[src/hps_pkg.sv]
// ----------------------------------------------------------------------------
// hps_pkg: shared definitions for the haptic pattern sequencer
// Command codes, message kinds, control word layout and the sequencer program.
// ----------------------------------------------------------------------------
`default_nettype none

package hps_pkg;

    // Motor-driver command codes
    localparam logic [2:0] ACT_STOP      = 3'd0;
    localparam logic [2:0] ACT_INTTRIG   = 3'd1;
    localparam logic [2:0] ACT_LIBRARY   = 3'd2;
    localparam logic [2:0] ACT_SLOT      = 3'd3;
    localparam logic [2:0] ACT_GO        = 3'd4;
    localparam logic [2:0] ACT_REALTIME  = 3'd5;
    localparam logic [2:0] ACT_AMPLITUDE = 3'd6;

    // Message kinds
    localparam logic [1:0] KIND_IGNORE   = 2'd0;
    localparam logic [1:0] KIND_WAVEFORM = 2'd1;
    localparam logic [1:0] KIND_PATTERN  = 2'd2;

    // Type byte values
    localparam logic [7:0] TYPE_WAVEFORM = 8'd0;
    localparam logic [7:0] TYPE_PATTERN  = 8'd1;

    // Library number sent with the select-library command
    localparam logic [7:0] LIBRARY_NUM = 8'd1;

    // Value source
    localparam logic [1:0] VAL_ZERO = 2'd0;
    localparam logic [1:0] VAL_ONE  = 2'd1;
    localparam logic [1:0] VAL_WAVE = 2'd2;
    localparam logic [1:0] VAL_PAT  = 2'd3;

    // Last-beat select
    localparam logic [1:0] LAST_NEVER   = 2'd0;
    localparam logic [1:0] LAST_ALWAYS  = 2'd1;
    localparam logic [1:0] LAST_IF_DONE = 2'd2;

    // Jump conditions
    localparam logic [2:0] JC_NONE        = 3'd0;
    localparam logic [2:0] JC_NO_WAVE     = 3'd1;
    localparam logic [2:0] JC_SLOT_MORE   = 3'd2;
    localparam logic [2:0] JC_NO_PAT      = 3'd3;
    localparam logic [2:0] JC_NOT_PLAYING = 3'd4;
    localparam logic [2:0] JC_NO_ADV      = 3'd5;
    localparam logic [2:0] JC_PAST_LEN    = 3'd6;
    localparam logic [2:0] JC_DELAY_ZERO  = 3'd7;

    // Datapath operations
    localparam logic [3:0] OP_NONE      = 4'd0;
    localparam logic [3:0] OP_SLOT_CLR  = 4'd1;
    localparam logic [3:0] OP_SLOT_INC  = 4'd2;
    localparam logic [3:0] OP_WAVE_CLR  = 4'd3;
    localparam logic [3:0] OP_PAT_START = 4'd4;
    localparam logic [3:0] OP_TIMER     = 4'd5;
    localparam logic [3:0] OP_DELAY_LD  = 4'd6;
    localparam logic [3:0] OP_AMP       = 4'd7;
    localparam logic [3:0] OP_STOP_PLAY = 4'd8;

    // Pattern read address select
    localparam logic ADDR_NEXT  = 1'b0;
    localparam logic ADDR_NEXT1 = 1'b1;

    localparam int PC_W = 5;

    // Program entry points
    localparam logic [PC_W-1:0] P_START   = 5'd0;
    localparam logic [PC_W-1:0] P_SLOT_RD = 5'd4;
    localparam logic [PC_W-1:0] P_PAT     = 5'd8;
    localparam logic [PC_W-1:0] P_PLAY    = 5'd11;
    localparam logic [PC_W-1:0] P_STOP    = 5'd17;
    localparam logic [PC_W-1:0] P_END     = 5'd20;

    typedef struct packed {
        logic            emit;
        logic [2:0]      action;
        logic [1:0]      val_sel;
        logic [1:0]      last_sel;
        logic [2:0]      jcond;
        logic [PC_W-1:0] target;
        logic [3:0]      op;
        logic            addr_sel;
        logic            fin;
    } ctrl_t;

    function automatic ctrl_t emit_word(logic [2:0] act, logic [1:0] vs,
                                        logic [1:0] ls, logic [3:0] op);
        ctrl_t c;
        c          = '0;
        c.emit     = 1'b1;
        c.action   = act;
        c.val_sel  = vs;
        c.last_sel = ls;
        c.op       = op;
        return c;
    endfunction

    function automatic ctrl_t jump_word(logic [2:0] jc, logic [PC_W-1:0] tgt);
        ctrl_t c;
        c        = '0;
        c.jcond  = jc;
        c.target = tgt;
        return c;
    endfunction

    // Tick program: waveform burst, sequence start, then one playback step.
    function automatic ctrl_t ucode(logic [PC_W-1:0] pc);
        ctrl_t c;
        c = '0;
        case (pc)
            5'd0:  c = jump_word(JC_NO_WAVE, P_PAT);
            5'd1:  c = emit_word(ACT_STOP, VAL_ZERO, LAST_NEVER, OP_NONE);
            5'd2:  c = emit_word(ACT_INTTRIG, VAL_ZERO, LAST_NEVER, OP_NONE);
            5'd3:  c = emit_word(ACT_LIBRARY, VAL_ONE, LAST_NEVER, OP_SLOT_CLR);
            5'd4:  c = '0;  // wait for slot read data
            5'd5:  c = emit_word(ACT_SLOT, VAL_WAVE, LAST_NEVER, OP_SLOT_INC);
            5'd6:  c = jump_word(JC_SLOT_MORE, P_SLOT_RD);
            5'd7:  c = emit_word(ACT_GO, VAL_ZERO, LAST_IF_DONE, OP_WAVE_CLR);
            5'd8:  c = jump_word(JC_NO_PAT, P_PLAY);
            5'd9:  c = emit_word(ACT_STOP, VAL_ZERO, LAST_NEVER, OP_NONE);
            5'd10: c = emit_word(ACT_REALTIME, VAL_ZERO, LAST_NEVER, OP_PAT_START);
            5'd11: c = jump_word(JC_NOT_PLAYING, P_END);
            5'd12: c.op = OP_TIMER;
            5'd13: c = jump_word(JC_NO_ADV, P_END);
            5'd14: begin
                c          = jump_word(JC_PAST_LEN, P_STOP);
                c.addr_sel = ADDR_NEXT1;
            end
            5'd15: begin
                c.op       = OP_DELAY_LD;
                c.addr_sel = ADDR_NEXT;
            end
            5'd16: begin
                c          = emit_word(ACT_AMPLITUDE, VAL_PAT, LAST_ALWAYS, OP_AMP);
                c.jcond    = JC_DELAY_ZERO;
                c.target   = P_STOP;
                c.addr_sel = ADDR_NEXT;
                c.fin      = 1'b1;
            end
            5'd17: c = emit_word(ACT_STOP, VAL_ZERO, LAST_NEVER, OP_NONE);
            5'd18: c = emit_word(ACT_INTTRIG, VAL_ZERO, LAST_NEVER, OP_NONE);
            5'd19: begin
                c     = emit_word(ACT_LIBRARY, VAL_ONE, LAST_ALWAYS, OP_STOP_PLAY);
                c.fin = 1'b1;
            end
            5'd20: c.fin = 1'b1;
            default: c.fin = 1'b1;
        endcase
        return c;
    endfunction

endpackage

`default_nettype wire

[src/haptic_pattern_sequencer.sv]
// ----------------------------------------------------------------------------
// haptic_pattern_sequencer: message-driven haptic motor command sequencer
// Stores waveform and amplitude/delay messages, plays them out on ticks.
// ----------------------------------------------------------------------------
// Usage:
//   Input channel (s_*): one beat is either a message byte (s_cmd = 0) or a
//   one-millisecond tick (s_cmd = 1). s_first_byte marks the type byte of a
//   new message. A message byte does not lower s_ready; only a tick does.
//   A tick starts the control program: a small ROM of control words stepped
//   by a program counter, with conditional jumps. Each emitting step sends one
//   motor-driver command beat on the m_* channel; m_last_result marks the last
//   command of the tick. s_ready stays low until the program finishes.
//   A tick with nothing to do only runs its checks; a waveform burst adds
//   its setup beats, a read, an emit and a jump per slot through the
//   registered RAM, and its go beat; a sequence start and a playback step
//   follow where needed. A burst's first beat comes from the step after the check.
//   The program stalls on an emitting step while the output register holds
//   a beat and m_ready is low; a new beat loads as the old one is taken, so
//   no cycle is lost when m_ready stays high.
//   Reset (aresetn low, synchronous) clears counts, pending flags and
//   playback; stored bytes are only read below the received counts.
// ----------------------------------------------------------------------------
`default_nettype none

module haptic_pattern_sequencer #(
    parameter int WAVEFORM_SLOTS       = 8,
    parameter int PATTERN_BYTES        = 20,
    parameter int TICKS_PER_DELAY_UNIT = 10
) (
    input  wire logic       aclk,
    input  wire logic       aresetn,

    input  wire logic       s_valid,
    output logic            s_ready,
    input  wire logic       s_cmd,
    input  wire logic       s_first_byte,
    input  wire logic [7:0] s_byte_value,

    output logic            m_valid,
    input  wire logic       m_ready,
    output logic      [2:0] m_action,
    output logic      [2:0] m_slot,
    output logic      [7:0] m_value,
    output logic            m_last_result
);

    // Widths follow the capacities
    localparam int SC_W   = $clog2(WAVEFORM_SLOTS + 1);
    localparam int WA_W   = (WAVEFORM_SLOTS > 1) ? $clog2(WAVEFORM_SLOTS) : 1;
    localparam int PA_W   = $clog2(PATTERN_BYTES);
    localparam int LEN_W  = $clog2(PATTERN_BYTES + 1);
    localparam int PI_W   = $clog2(PATTERN_BYTES + 3);
    localparam int HOLD_W = $clog2(255 * TICKS_PER_DELAY_UNIT + 1);
    localparam int PC_W   = hps_pkg::PC_W;

    localparam logic [SC_W-1:0]   SLOTS_K = SC_W'(WAVEFORM_SLOTS);
    localparam logic [LEN_W-1:0]  BYTES_K = LEN_W'(PATTERN_BYTES);
    localparam logic [HOLD_W-1:0] TICKS_K = HOLD_W'(TICKS_PER_DELAY_UNIT);

    // Sequencer control
    logic              busy_reg, busy_next;
    logic [PC_W-1:0]   pc_reg, pc_next;
    hps_pkg::ctrl_t    ctrl;
    logic              jump_take;
    logic              out_free;
    logic              step_done;
    logic              emit_fire;
    logic              in_fire;
    logic              more_after_go;

    // Message state
    logic [1:0]        kind_reg, kind_next;
    logic [SC_W-1:0]   wcount_reg, wcount_next;
    logic [LEN_W-1:0]  plen_reg, plen_next;
    logic              wpend_reg, wpend_next;
    logic              ppend_reg, ppend_next;

    // Playback state
    logic              playing_reg, playing_next;
    logic              ns_reg, ns_next;
    logic [PI_W-1:0]   pos_reg, pos_next;
    logic [HOLD_W-1:0] hold_reg, hold_next;

    // Datapath scratch
    logic [SC_W-1:0]   slot_reg, slot_next;
    logic [PI_W-1:0]   nxt_reg, nxt_next;
    logic [PI_W-1:0]   nxt1;
    logic              adv_reg, adv_next;
    logic [7:0]        delay_reg, delay_next;

    // Output register
    logic              m_valid_reg, m_valid_next;
    logic [2:0]        m_action_reg, m_action_next;
    logic [2:0]        m_slot_reg, m_slot_next;
    logic [7:0]        m_value_reg, m_value_next;
    logic              m_last_reg, m_last_next;

    // Stores
    logic              wave_we, pat_we;
    logic [7:0]        wave_rdata, pat_rdata;
    logic [PA_W-1:0]   pat_raddr;

    assign s_ready       = !busy_reg;
    assign m_valid       = m_valid_reg;
    assign m_action      = m_action_reg;
    assign m_slot        = m_slot_reg;
    assign m_value       = m_value_reg;
    assign m_last_result = m_last_reg;

    assign in_fire  = s_valid && s_ready;
    assign out_free = !m_valid_reg || m_ready;
    assign nxt1     = nxt_reg + PI_W'(1);
    assign ctrl     = hps_pkg::ucode(pc_reg);

    // Store byte writes only while idle
    assign wave_we = in_fire && !s_cmd && !s_first_byte
                     && (kind_reg == hps_pkg::KIND_WAVEFORM) && (wcount_reg < SLOTS_K);
    assign pat_we  = in_fire && !s_cmd && !s_first_byte
                     && (kind_reg == hps_pkg::KIND_PATTERN) && (plen_reg < BYTES_K);

    assign pat_raddr = (ctrl.addr_sel == hps_pkg::ADDR_NEXT1) ? PA_W'(nxt1) : PA_W'(nxt_reg);

    hps_ram #(
        .WIDTH  (8),
        .DEPTH  (WAVEFORM_SLOTS),
        .ADDR_W (WA_W)
    ) u_wave_ram (
        .aclk  (aclk),
        .we    (wave_we),
        .waddr (WA_W'(wcount_reg)),
        .wdata (s_byte_value),
        .raddr (WA_W'(slot_reg)),
        .rdata (wave_rdata)
    );

    hps_ram #(
        .WIDTH  (8),
        .DEPTH  (PATTERN_BYTES),
        .ADDR_W (PA_W)
    ) u_pat_ram (
        .aclk  (aclk),
        .we    (pat_we),
        .waddr (PA_W'(plen_reg)),
        .wdata (s_byte_value),
        .raddr (pat_raddr),
        .rdata (pat_rdata)
    );

    // Something still follows the go beat in this tick
    assign more_after_go = ppend_reg
                           || (playing_reg && (ns_reg || (hold_reg <= HOLD_W'(1))));

    // Jump condition decode
    always_comb begin
        case (ctrl.jcond)
            hps_pkg::JC_NONE:        jump_take = 1'b0;
            hps_pkg::JC_NO_WAVE:     jump_take = !wpend_reg;
            hps_pkg::JC_SLOT_MORE:   jump_take = (slot_reg != SLOTS_K);
            hps_pkg::JC_NO_PAT:      jump_take = !ppend_reg;
            hps_pkg::JC_NOT_PLAYING: jump_take = !playing_reg;
            hps_pkg::JC_NO_ADV:      jump_take = !adv_reg;
            hps_pkg::JC_PAST_LEN:    jump_take = (nxt_reg >= PI_W'(plen_reg));
            hps_pkg::JC_DELAY_ZERO:  jump_take = (delay_reg == 8'd0);
            default:                 jump_take = 1'b0;
        endcase
    end

    // A step completes when it does not jump and, if it emits, the output
    // register can take the beat
    assign step_done = busy_reg && !jump_take && (!ctrl.emit || out_free);
    assign emit_fire = step_done && ctrl.emit;

    always_comb begin
        busy_next     = busy_reg;
        pc_next       = pc_reg;
        kind_next     = kind_reg;
        wcount_next   = wcount_reg;
        plen_next     = plen_reg;
        wpend_next    = wpend_reg;
        ppend_next    = ppend_reg;
        playing_next  = playing_reg;
        ns_next       = ns_reg;
        pos_next      = pos_reg;
        hold_next     = hold_reg;
        slot_next     = slot_reg;
        nxt_next      = nxt_reg;
        adv_next      = adv_reg;
        delay_next    = delay_reg;
        m_valid_next  = m_valid_reg;
        m_action_next = m_action_reg;
        m_slot_next   = m_slot_reg;
        m_value_next  = m_value_reg;
        m_last_next   = m_last_reg;

        // Input beats: bytes update message state, ticks start the program
        if (in_fire) begin
            if (s_cmd) begin
                busy_next = 1'b1;
                pc_next   = hps_pkg::P_START;
            end else if (s_first_byte) begin
                if (s_byte_value == hps_pkg::TYPE_WAVEFORM) begin
                    kind_next   = hps_pkg::KIND_WAVEFORM;
                    wcount_next = '0;
                    wpend_next  = 1'b1;
                end else if (s_byte_value == hps_pkg::TYPE_PATTERN) begin
                    kind_next = hps_pkg::KIND_PATTERN;
                    plen_next = '0;
                end else begin
                    kind_next = hps_pkg::KIND_IGNORE;
                end
            end else if (kind_reg == hps_pkg::KIND_WAVEFORM) begin
                if (wcount_reg < SLOTS_K) begin
                    wcount_next = wcount_reg + SC_W'(1);
                end
            end else if (kind_reg == hps_pkg::KIND_PATTERN) begin
                if (plen_reg < BYTES_K) begin
                    plen_next = plen_reg + LEN_W'(1);
                end
                ppend_next = 1'b1;
            end
        end

        // Program step
        if (busy_reg) begin
            if (jump_take) begin
                pc_next = ctrl.target;
            end else if (step_done) begin
                case (ctrl.op)
                    hps_pkg::OP_NONE: begin
                    end
                    hps_pkg::OP_SLOT_CLR:  slot_next = '0;
                    hps_pkg::OP_SLOT_INC:  slot_next = slot_reg + SC_W'(1);
                    hps_pkg::OP_WAVE_CLR:  wpend_next = 1'b0;
                    hps_pkg::OP_PAT_START: begin
                        playing_next = 1'b1;
                        ns_next      = 1'b1;
                        ppend_next   = 1'b0;
                    end
                    hps_pkg::OP_TIMER: begin
                        // Count the hold down; advance on start or at expiry
                        if (!ns_reg && (hold_reg != '0)) begin
                            hold_next = hold_reg - HOLD_W'(1);
                        end
                        adv_next = ns_reg || (hold_reg <= HOLD_W'(1));
                        nxt_next = ns_reg ? '0 : (pos_reg + PI_W'(2));
                    end
                    hps_pkg::OP_DELAY_LD: begin
                        delay_next = (nxt1 < PI_W'(plen_reg)) ? pat_rdata : 8'd0;
                    end
                    hps_pkg::OP_AMP: begin
                        pos_next  = nxt_reg;
                        ns_next   = 1'b0;
                        hold_next = HOLD_W'({{(HOLD_W-8){1'b0}}, delay_reg} * TICKS_K);
                    end
                    hps_pkg::OP_STOP_PLAY: playing_next = 1'b0;
                    default: begin
                    end
                endcase
                if (ctrl.fin) begin
                    busy_next = 1'b0;
                end else begin
                    pc_next = pc_reg + PC_W'(1);
                end
            end
        end

        // Output register: load a beat or drain the taken one
        if (emit_fire) begin
            m_valid_next  = 1'b1;
            m_action_next = ctrl.action;
            m_slot_next   = (ctrl.val_sel == hps_pkg::VAL_WAVE) ? 3'(slot_reg) : 3'd0;
            case (ctrl.val_sel)
                hps_pkg::VAL_ZERO: m_value_next = 8'd0;
                hps_pkg::VAL_ONE:  m_value_next = hps_pkg::LIBRARY_NUM;
                hps_pkg::VAL_WAVE: m_value_next = (slot_reg < wcount_reg) ? wave_rdata : 8'd0;
                hps_pkg::VAL_PAT:  m_value_next = pat_rdata;
                default:           m_value_next = 8'd0;
            endcase
            case (ctrl.last_sel)
                hps_pkg::LAST_NEVER:   m_last_next = 1'b0;
                hps_pkg::LAST_ALWAYS:  m_last_next = 1'b1;
                hps_pkg::LAST_IF_DONE: m_last_next = !more_after_go;
                default:               m_last_next = 1'b0;
            endcase
        end else if (m_ready) begin
            m_valid_next = 1'b0;
        end
    end

    // Control state
    always_ff @(posedge aclk) begin
        if (!aresetn) begin
            busy_reg    <= 1'b0;
            pc_reg      <= hps_pkg::P_START;
            kind_reg    <= hps_pkg::KIND_IGNORE;
            wcount_reg  <= '0;
            plen_reg    <= '0;
            wpend_reg   <= 1'b0;
            ppend_reg   <= 1'b0;
            playing_reg <= 1'b0;
            ns_reg      <= 1'b1;
            pos_reg     <= '0;
            hold_reg    <= '0;
            m_valid_reg <= 1'b0;
        end else begin
            busy_reg    <= busy_next;
            pc_reg      <= pc_next;
            kind_reg    <= kind_next;
            wcount_reg  <= wcount_next;
            plen_reg    <= plen_next;
            wpend_reg   <= wpend_next;
            ppend_reg   <= ppend_next;
            playing_reg <= playing_next;
            ns_reg      <= ns_next;
            pos_reg     <= pos_next;
            hold_reg    <= hold_next;
            m_valid_reg <= m_valid_next;
        end
    end

    // Datapath and payload
    always_ff @(posedge aclk) begin
        slot_reg     <= slot_next;
        nxt_reg      <= nxt_next;
        adv_reg      <= adv_next;
        delay_reg    <= delay_next;
        m_action_reg <= m_action_next;
        m_slot_reg   <= m_slot_next;
        m_value_reg  <= m_value_next;
        m_last_reg   <= m_last_next;
    end

    // A finished tick leaves nothing pending
    a_tick_clears_pending: assert property (@(posedge aclk) disable iff (!aresetn)
        $fell(busy_reg) |-> (!wpend_reg && !ppend_reg))
        else $error("pending flag left set after tick program");

    // Stores are written only while the program is idle
    a_no_write_busy: assert property (@(posedge aclk) disable iff (!aresetn)
        busy_reg |-> (!wave_we && !pat_we))
        else $error("store write during tick program");

    // Playback always starts from the first pair
    a_play_starts: assert property (@(posedge aclk) disable iff (!aresetn)
        $rose(playing_reg) |-> ns_reg)
        else $error("playback started without start flag");

endmodule

`default_nettype wire

[src/hps_ram.sv]
// ----------------------------------------------------------------------------
// hps_ram: simple dual-port RAM
// One write port, one read port with registered read data.
// ----------------------------------------------------------------------------
`default_nettype none

module hps_ram #(
    parameter int WIDTH  = 8,
    parameter int DEPTH  = 8,
    parameter int ADDR_W = 3
) (
    input  wire logic              aclk,
    input  wire logic              we,
    input  wire logic [ADDR_W-1:0] waddr,
    input  wire logic [WIDTH-1:0]  wdata,
    input  wire logic [ADDR_W-1:0] raddr,
    output logic      [WIDTH-1:0]  rdata
);

    logic [WIDTH-1:0] mem [DEPTH];

    always_ff @(posedge aclk) begin
        if (we) begin
            mem[waddr] <= wdata;
        end
        rdata <= mem[raddr];
    end

endmodule

`default_nettype wire
[config.mk]
export PLATFORM = sky130hd
export DESIGN_NAME = haptic_pattern_sequencer
export DESIGN_NICKNAME = d
export VERILOG_FILES = /design/src/hps_pkg.sv /design/src/haptic_pattern_sequencer.sv /design/src/hps_ram.sv
export SDC_FILE = /design/constraint.sdc
export NUM_CORES = 1
export LEC_CHECK = 0
export BUFFER_PORTS_ARGS = -buffer_cell sky130_fd_sc_hd__buf_4
export CAP_MARGIN = 20
export CORE_MARGIN = 8
export CORE_UTILIZATION = 40
export DETAILED_ROUTE_END_ITERATION = 12
export GPL_TIMING_DRIVEN = 0
export HOLD_SLACK_MARGIN = 0.12
export SETUP_SLACK_MARGIN = 0.15
export SYNTH_ARGS = -nofsm -noshare
export SYNTH_HDL_FRONTEND = slang
export SYNTH_HIERARCHICAL = 1
export SYNTH_SLANG_ARGS = --single-unit
[constraint.sdc]
create_clock -name aclk -period 9.6 [get_ports aclk]
set_input_delay 1.44 -clock aclk [delete_from_list [all_inputs] [get_ports aclk]]
set_output_delay 1.44 -clock aclk [all_outputs]
set_load 0.02 [all_outputs]
==> Word level (Yosys, flattened, before mapping) <==
Memories as Yosys holds them, arrays and structs flattened. A register that Yosys moved wholly into a read port is not among the register bits.
Cells that the tools add are included.
{ "totals": {"ff_bits": 72, "ram_bits": 224, "wordCells": 202, "mem_count": 2} }
{ "classes": {"addsub": 7, "n_mul": 1, "n_lt_le_gt_ge": 6, "eq_ne": 48, "n_mux": 60, "n_bitwise": 2, "n_reduce_logical": 56} }
{ "mem_list": {"columns": ["name", "depth", "word_bits", "rd", "rd_ports_with_merged_regs", "write_ports", "line", "rtl"], "rows": [
  ["u_pat_ram.mem", 20, 8, 1, 1, 1, "hps_ram.sv:20", "logic [WIDTH-1:0] mem [DEPTH];"],
  ["u_wave_ram.mem", 8, 8, 1, 1, 1, "hps_ram.sv:20", null]
]} }
{ "ops": {"columns": ["op", "count"], "rows": [
  ["$pmux W16 S14", 1],
  ["$mux W5", 13],
  ["$eq A5 B4 Y1 const B", 8],
  ["$pmux W4 S8", 1],
  ["$pmux W8 S4", 1],
  ["$mux W1", 30],
  ["$pmux W12 S2", 1],
  ["$reduce_and A4 Y1", 6],
  ["$eq A5 B3 Y1 const B", 4],
  ["$eq A5 B5 Y1 const B", 4],
  ["$reduce_bool A2 Y1", 9],
  ["$reduce_or A18 Y1", 1],
  ["$eq A4 B3 Y1 const B", 4],
  ["$logic_not A8 Y1", 2],
  ["$mux W4", 4],
  ["$add A5 B1 Y5 const B", 3],
  ["$eq A3 B3 Y1 const B", 4],
  ["$le A12 B1 Y1 const B", 1],
  ["$logic_and A1 B1 Y1", 12],
  ["$logic_not A1 Y1", 12],
  ["$mux W12", 1],
  ["$reduce_bool A12 Y1", 1],
  ["$sub A12 B1 Y12 const B", 1],
  ["$mul A8 B3 Y11 const B", 1],
  ["35 further kinds", 55]
]} }

==> Longest topological paths before layout <==
Gate-level depths: netlist (run 1).
{ "depth": {"depth_word": 11, "mapped_depth": 12} }

==> By module <==
Netlist (run 1), hierarchy kept.
{ "by_module_without_submodules": {"columns": ["mod", "n_inst", "cells_each", "area_per_inst_um2", "seq_area_each_um2"], "rows": [
  ["hps_ram at u_pat_ram", 1, 308, 6482.5, 4964.8],
  ["haptic_pattern_sequencer", 1, 560, 5032.3, 1771.7],
  ["hps_ram at u_wave_ram", 1, 114, 2691.3, 2082.0]
]} }

==> Worst setup path before layout (run 1) <==
Ideal clock, no wire load.
{ "synth_timing": {"kind": "input to register", "start": "in s_byte_value[5]", "end": "mem u_wave_ram.mem[0][0] (enable)", "setup_time_ps": 383, "arrival_time_ps": 3702, "path_slack_ps": 5515, "cell_stages": 7, "cell_sequence": "or4_1 nor4_1 nor3b_1 o221ai_1 nor2_1 nand2b_1 nor3_1"} }
{ "synth_lines": {"columns": ["item", "line", "rtl"], "rows": [
  ["start, declared", "haptic_pattern_sequencer.sv:37", "input wire logic [7:0] s_byte_value,"],
  ["end, declared", "hps_ram.sv:20", null]
]} }

==> results of run 1 <==
==> path summary, 6_finish.rpt <==
check	startpoint	end	slack [ns]
min reg2reg	pos_reg[0]	pos_reg[0]	0.45
max	s_byte_value[5]	u_wave_ram/mem[4][7]	5.21
min	pos_reg[0]	pos_reg[0]	0.45
max reg2reg	pc_reg[0]	u_pat_ram/rdata[3]	5.73
==> per-layer routing <==
layer	vias to the layer above	global-route usage, %	part of all wire, %
li1	3995	-	-
met1	4374	21.4	46
met2	210	24.7	47
met3	54	2.38	4.5
met4	0	4.76	2.3
met5	-	0	0
==> worst reg2reg max path: cells and delay by family, from the launching register on <==
family | cells | cell delay [ns]
DFF | 1 | 0.34
buffers and inverters | 4 | 1.40
AOI/OAI and AO/OA | 1 | 0.16
and+or+nand+nor | 2 | 0.57
xor gates and xnor gates | 1 | 0.18
adders and majority gates | 1 | 0.36
muxes | 2 | 0.72
==> metrics by stage <==
stage | instance area, sq um | util [%] | std cells | setup slack (ns)
finish | 16200 | 45.8 | 1539 | 5.21
global route | 16200 | 45.8 | 1539 | 4.86
CTS | 16200 | 45.8 | 1539 | 5.16
detailed placement | 15000 | 42.6 | 1477 | 4.64
global placement | 15000 | 42.5 | 1472 | 4.34
floorplan | 14200 | - | 982 | 5.51
==> power breakdown <==
group          switching (mW)  internal, mW
combinational           0.129        0.0624
sequential            0.00599          1.47
clock                   0.534         0.793
==> logic make-up (layout without fill, tap and decap cells) <==
logic type	Yosys count	count (layout)	share of synthesized area, %
xor gates and xnor gates	17	17	1.05
DFF	312	312	62.1
and+or+nand+nor	270	270	9.73
AOI/OAI and AO/OA	169	169	8.66
adders and majority gates	41	41	3.66
buffers and inverters	78	174	3.11
muxes	95	95	11.7
==> layout by cell type, fill, tap and decap left out, types with 14 or more instances in the layout <==
master and n:
a21oi_1 39, and2_1 16, buf_4 37, clkbuf_1 23, clkbuf_16 36, dfxtp_1 55
edfxtp_1 257, ha_1 40, inv_1 25, mux2i_1 35, mux4_1 26, mux4_2 22
nand2_1 66, nand3_1 17, nor2_1 73, nor2b_1 14, nor3_1 18, o21ai_0 19
==> final cells by class <==
cell class	count	area, sq um
plain buffers	51	340
fillers	3103	19100
flip-flops and latches	312	8820
well taps	461	577
clock inverters	23	224
inverters	27	101
clock buffers	39	912
multi-input cells	592	4960
repair buffers	34	253
==> results.md, run 1 <==
- Chip Height: 204 um
- Max rail drop VDD: 137 uV
- Top cells by count, synth: edfxtp_1, nor2_1, nand2_1
- Die area: 41,800 sq um
- Total power after layout: 2.99 mW
- Initial core utilization: 40.2%
- Synthesized net count: 1,037
- CP Depth: 9
- Clock-pin slew on the worst setup and hold paths: 0.05 ns
- H-tree Lvls: 2
- Layout Skew: 0.0183 ns
- Die W: 204 um
- Inserted Clock Buffers: 35
- Top cells by area, synth: edfxtp_1, dfxtp_1, mux4_1, ha_1, mux4_2
- DRC violations left: 0
- Cell with the most instances after synthesis: edfxtp_1
- Power per cell area: 185 nW/um^2
- First-pass GRT wire length: 50,400 um
- TritonRoute pass-1 iters: 5
- Post-synth top area cell: edfxtp_1
- Post_cts resized: 0
- Critical path's slowest cell: nor3_1
- Crit path max fanout: 29
- Ys flop type: edfxtp_1
- Cells on worst reg2reg path: 11
- Rel. slew slack: 25.1%
- Placer Congestion: 0.859
- HPWL Detailed: 21,800 um
- Routed wire length per instance: 21.0 um
- Period Utilization, post-route: 45.7%
- Top Ports: 31
- Worst Setup Start Kind: input port
- Drt initial violations: 637
- Drt total wl: 32,400 um
- Post-CTS setup buffers: 0
- Min-Delay Path Class: register to register
- Setup crit end kind: register
- Final Hold Vio Count: 0
- Post-synthesis cell type count: 92
- Crit path kind: input port to register
- CTS tree: done
- Fmax: 228 MHz
- Nets: 1,108
- CP Buf/Inv Count: 2
- Top cell type's share of synthesized area: 54.3%
- Row cnt: 69
- # hold bufs at CTS: 0
- Crit path time final: 4.39 ns
- Diode count: 0
- Area Growth Syn to Fin: 13.9%
- Initial antenna violation count: 0
- Status: finished, final reports clean
- CTS Sinks: 312
- RSZ-0062 raised after global routing: no
- Root Buffer: clkbuf_16
- Gr ovfl total: 0
- Syn_area_per_cell: 14.5 sq um
- Cells after Synth: 982
- Max-Cap Viols: 0
- Hold_ws: 0.453 ns
- Clk buf depth: 3
- Synthesized flop and latch total: 312
- Share of cells above drive strength 1: 16.0%
- Largest net degree at the start of global routing: 32
- Final Setup Violations: 0
- Slew Limit Fails: 0
- CP required: 9.83 ns
- Vias per cell: 5.61
- Most Frequent Cell on Critical Path: buf_4
- Seq/Total Area, Yosys: 62.1%
- Asr flop ratio synth: 0%
- Total track usage: 15.4%
- Top Family by Delay on Critical Path: simple AND/OR/NAND/NOR gates
- Yosys warning count: 6
- Critical Path, Cell by Cell: buf_4 > or4_1 > nor4_1 > nor3b_1 > o221ai_1 > nor2_1 > nand2_1 > nor3_1 > buf_4
- Insertion delay to the later sink of the worst-skew pair: 0.53 ns
- Via Count: 8,633
- Pleak: 5.47 nW
- Setup_tns: 0 ns
- Largest stage delay, worst path: 0.57 ns
- Routed Antenna Nets: 0
- Port-buffer cells: 29
- Number of flops mapped to enable cells by yosys: 257
- CP arrival: 4.62 ns
- Cell area after synthesis: 14,200 sq um
- Hold path depth: 2
- Worst-Margin Slew: 1.11 ns
- Vias in the first global route: 8,481
- Flip-flop count of the largest register after layout: 160
- Core area: 35,300 sq um
(Power assumes the default switching activity.)
==> run 2, diff against run 1 <==
Clock period 9.6 ns to 4.05 ns, I/O delays scaled along.
==> run 2 against run 1 <==
  * Flip-flop and latch count is the same
  * Global-route usage is the same
  * Sequential power increased by 140%
  * Sequential share of layout area is 0.084 points lower
  * Clock skew barely moved
  * Design area grew 0.15%
  * Power increased by 140%
  * Critical endpoint is now m_value[3]
==> results.md, run 2 (synthesis results as in run 1) <==
- Pleak: 5.49 nW
- Clk buf depth: 3
- Insertion delay to the later sink of the worst-skew pair: 0.53 ns
- Core area: 35,300 sq um
- Vias per cell: 5.62
- Layout Skew: 0.0185 ns
- Most frequent cells in the layout: edfxtp_1, nor2_1, nand2_1
- First-pass GRT wire length: 50,400 um
- Port-buffer cells: 29
- Cells on worst reg2reg path: 11
- Power per cell area: 438 nW/um^2
- Largest net degree at the start of global routing: 32
- Initial antenna violation count: 0
- Min-Delay Path Class: input port to register
- Top Family by Delay on Critical Path: simple AND/OR/NAND/NOR gates
- CP Buf/Inv Count: 4
- Crit path time final: 3.70 ns
- Crit path max fanout: 12
- Critical path's slowest cell: nor2_1
- Initial core utilization: 40.2%
- CTS tree: done
- Worst Setup Start Kind: register
- Clock-pin slew on the worst setup and hold paths: 0.06 ns
- # hold bufs at CTS: 0
- Flip-flop count of the largest register after layout: 160
- Row cnt: 69
- Total power after layout: 7.10 mW
- Hold Path End: m_valid
- Pre-CTS setup slack: -0.0786 ns
- Fill count: 3,097
- Setup slack after layout: 0.352 ns
- Via Count: 8,642
- Reg2reg setup slack: 0.35 ns
- Min-Delay Startpoint: m_ready
- Routed Antenna Nets: 0
- Rel. slew slack: 14.9%
- Gr ovfl total: 0
- H-tree Lvls: 2
- Status: finished, final reports clean
- Placer Congestion: 0.859
- Inserted Clock Buffers: 35
- Post-CTS setup buffers: 0
- Largest stage delay, worst path: 0.55 ns
- Worst-Margin Slew: 1.26 ns
- Fmax: 270 MHz
- Area Growth Syn to Fin: 14.1%
- Top Ports: 31
- Max-Cap Viols: 0
- Finished Layout Cells: 1,539
- Most common cell after layout, fill and taps aside: edfxtp_1
- CP required: 4.26 ns
- Root Buffer: clkbuf_16
- Die W: 204 um
- TritonRoute pass-1 iters: 5
- Post_cts resized: 0
- Setup crit end kind: register
- Vias in the first global route: 8,481
- Final Hold Vio Count: 0
- Chip Height: 204 um
- Critical Path, Cell by Cell: inv_1 > ha_1 > clkbuf_1 > and3_1 > nor3_2 > o22ai_1 > o32a_1 > buf_2 > nand2b_1 > nor2_1 > buf_4
- Crit Reg-Reg Startpoint: pc_reg[0]
- Crit path kind: register to register
- CTS Sinks: 312
- Nets: 1,108
- Drt initial violations: 573
- Final Setup Violations: 0
- R2R Path End: m_value[3]
- Share of cells above drive strength 1: 16.3%
- Drt total wl: 32,500 um
- Cells after DPL: 1,477
- Routed wire length per instance: 21.1 um
- Diode count: 0
- Hold path depth: 4
- Post-layout util: 45.9%
- Slew Limit Fails: 0
- Period Utilization, post-route: 91.3%
- Max rail drop VDD: 324 uV
- CP arrival: 3.91 ns
- Setup_tns: 0 ns
- DRC violations left: 0
- RSZ-0062 raised after global routing: no
- HPWL Detailed: 21,800 um
- Die area: 41,800 sq um
- Total track usage: 15.4%
==> run 2: worst max path at each step <==
stage	slack (ns)	cells after the start	to	from
2_1_floorplan	0.72	10	delay_reg[0]	pc_reg[0]
3_3_place_gp	-0.37	8	u_wave_ram/mem[4][0]	s_byte_value[5]
3_5_place_dp	-0.08	9	u_wave_ram/mem[4][0]	s_byte_value[5]
4_1_cts	0.19	10	u_pat_ram/rdata[2]	pc_reg[0]
5_1_grt	0.19	12	u_pat_ram/rdata[0]	pc_reg[0]
6_report	0.35	11	m_value[3]	pc_reg[0]
==> run 2: layout make-up <==
cell class | count | area (sq um) | area share (%)
multi-input combinational | 592 | 4980 | 30.7
sequential | 312 | 8820 | 54.4
inverter | 27 | 101 | 0.625
clock buffer | 39 | 912 | 5.63
timing repair buffer | 34 | 253 | 1.56
buffer | 51 | 343 | 2.12
clock inverter | 23 | 224 | 1.38
tap | 461 | 577 | 3.56
==> run 2: per-layer routing <==
metal  track usage [%]  part of all wire [%]
met2              24.7                    47
met1              21.4                    46
met5                 0                     0
met3              2.38                   4.5
met4              4.76                   2.3
==> run 2: power breakdown <==
| group | switching [mW] | leakage [nW] | total [mW] | internal [mW] |
|---|---|---|---|---|
| Clock | 1.27 | 0.560 | 3.15 | 1.88 |
| Combinational | 0.311 | 2.14 | 0.459 | 0.148 |
| Sequential | 0.0144 | 2.78 | 3.50 | 3.48 |
| Total | 1.59 | 5.49 | 7.10 | 5.51 |
==> run 2: per-stage QoR <==
| step | hold WS, ns | area, sq um |
|---|---|---|
| 2_1_floorplan | 0.430 | 14200 |
| 3_3_place_gp | 0.444 | 15000 |
| 3_5_place_dp | 0.451 | 15000 |
| 4_1_cts | 0.419 | 16200 |
| 5_1_grt | 0.468 | 16200 |
| 6_report | 0.447 | 16200 |
==> run 2: worst register-to-register path, stage by stage (launching register included) <==
cell,delay (ns)
dfxtp_1,0.38
inv_1,0.11
ha_1,0.27
clkbuf_1,0.26
and3_1,0.29
nor3_2,0.21
o22ai_1,0.11
o32a_1,0.33
buf_2,0.20
nand2b_1,0.36
nor2_1,0.55
buf_4,0.32
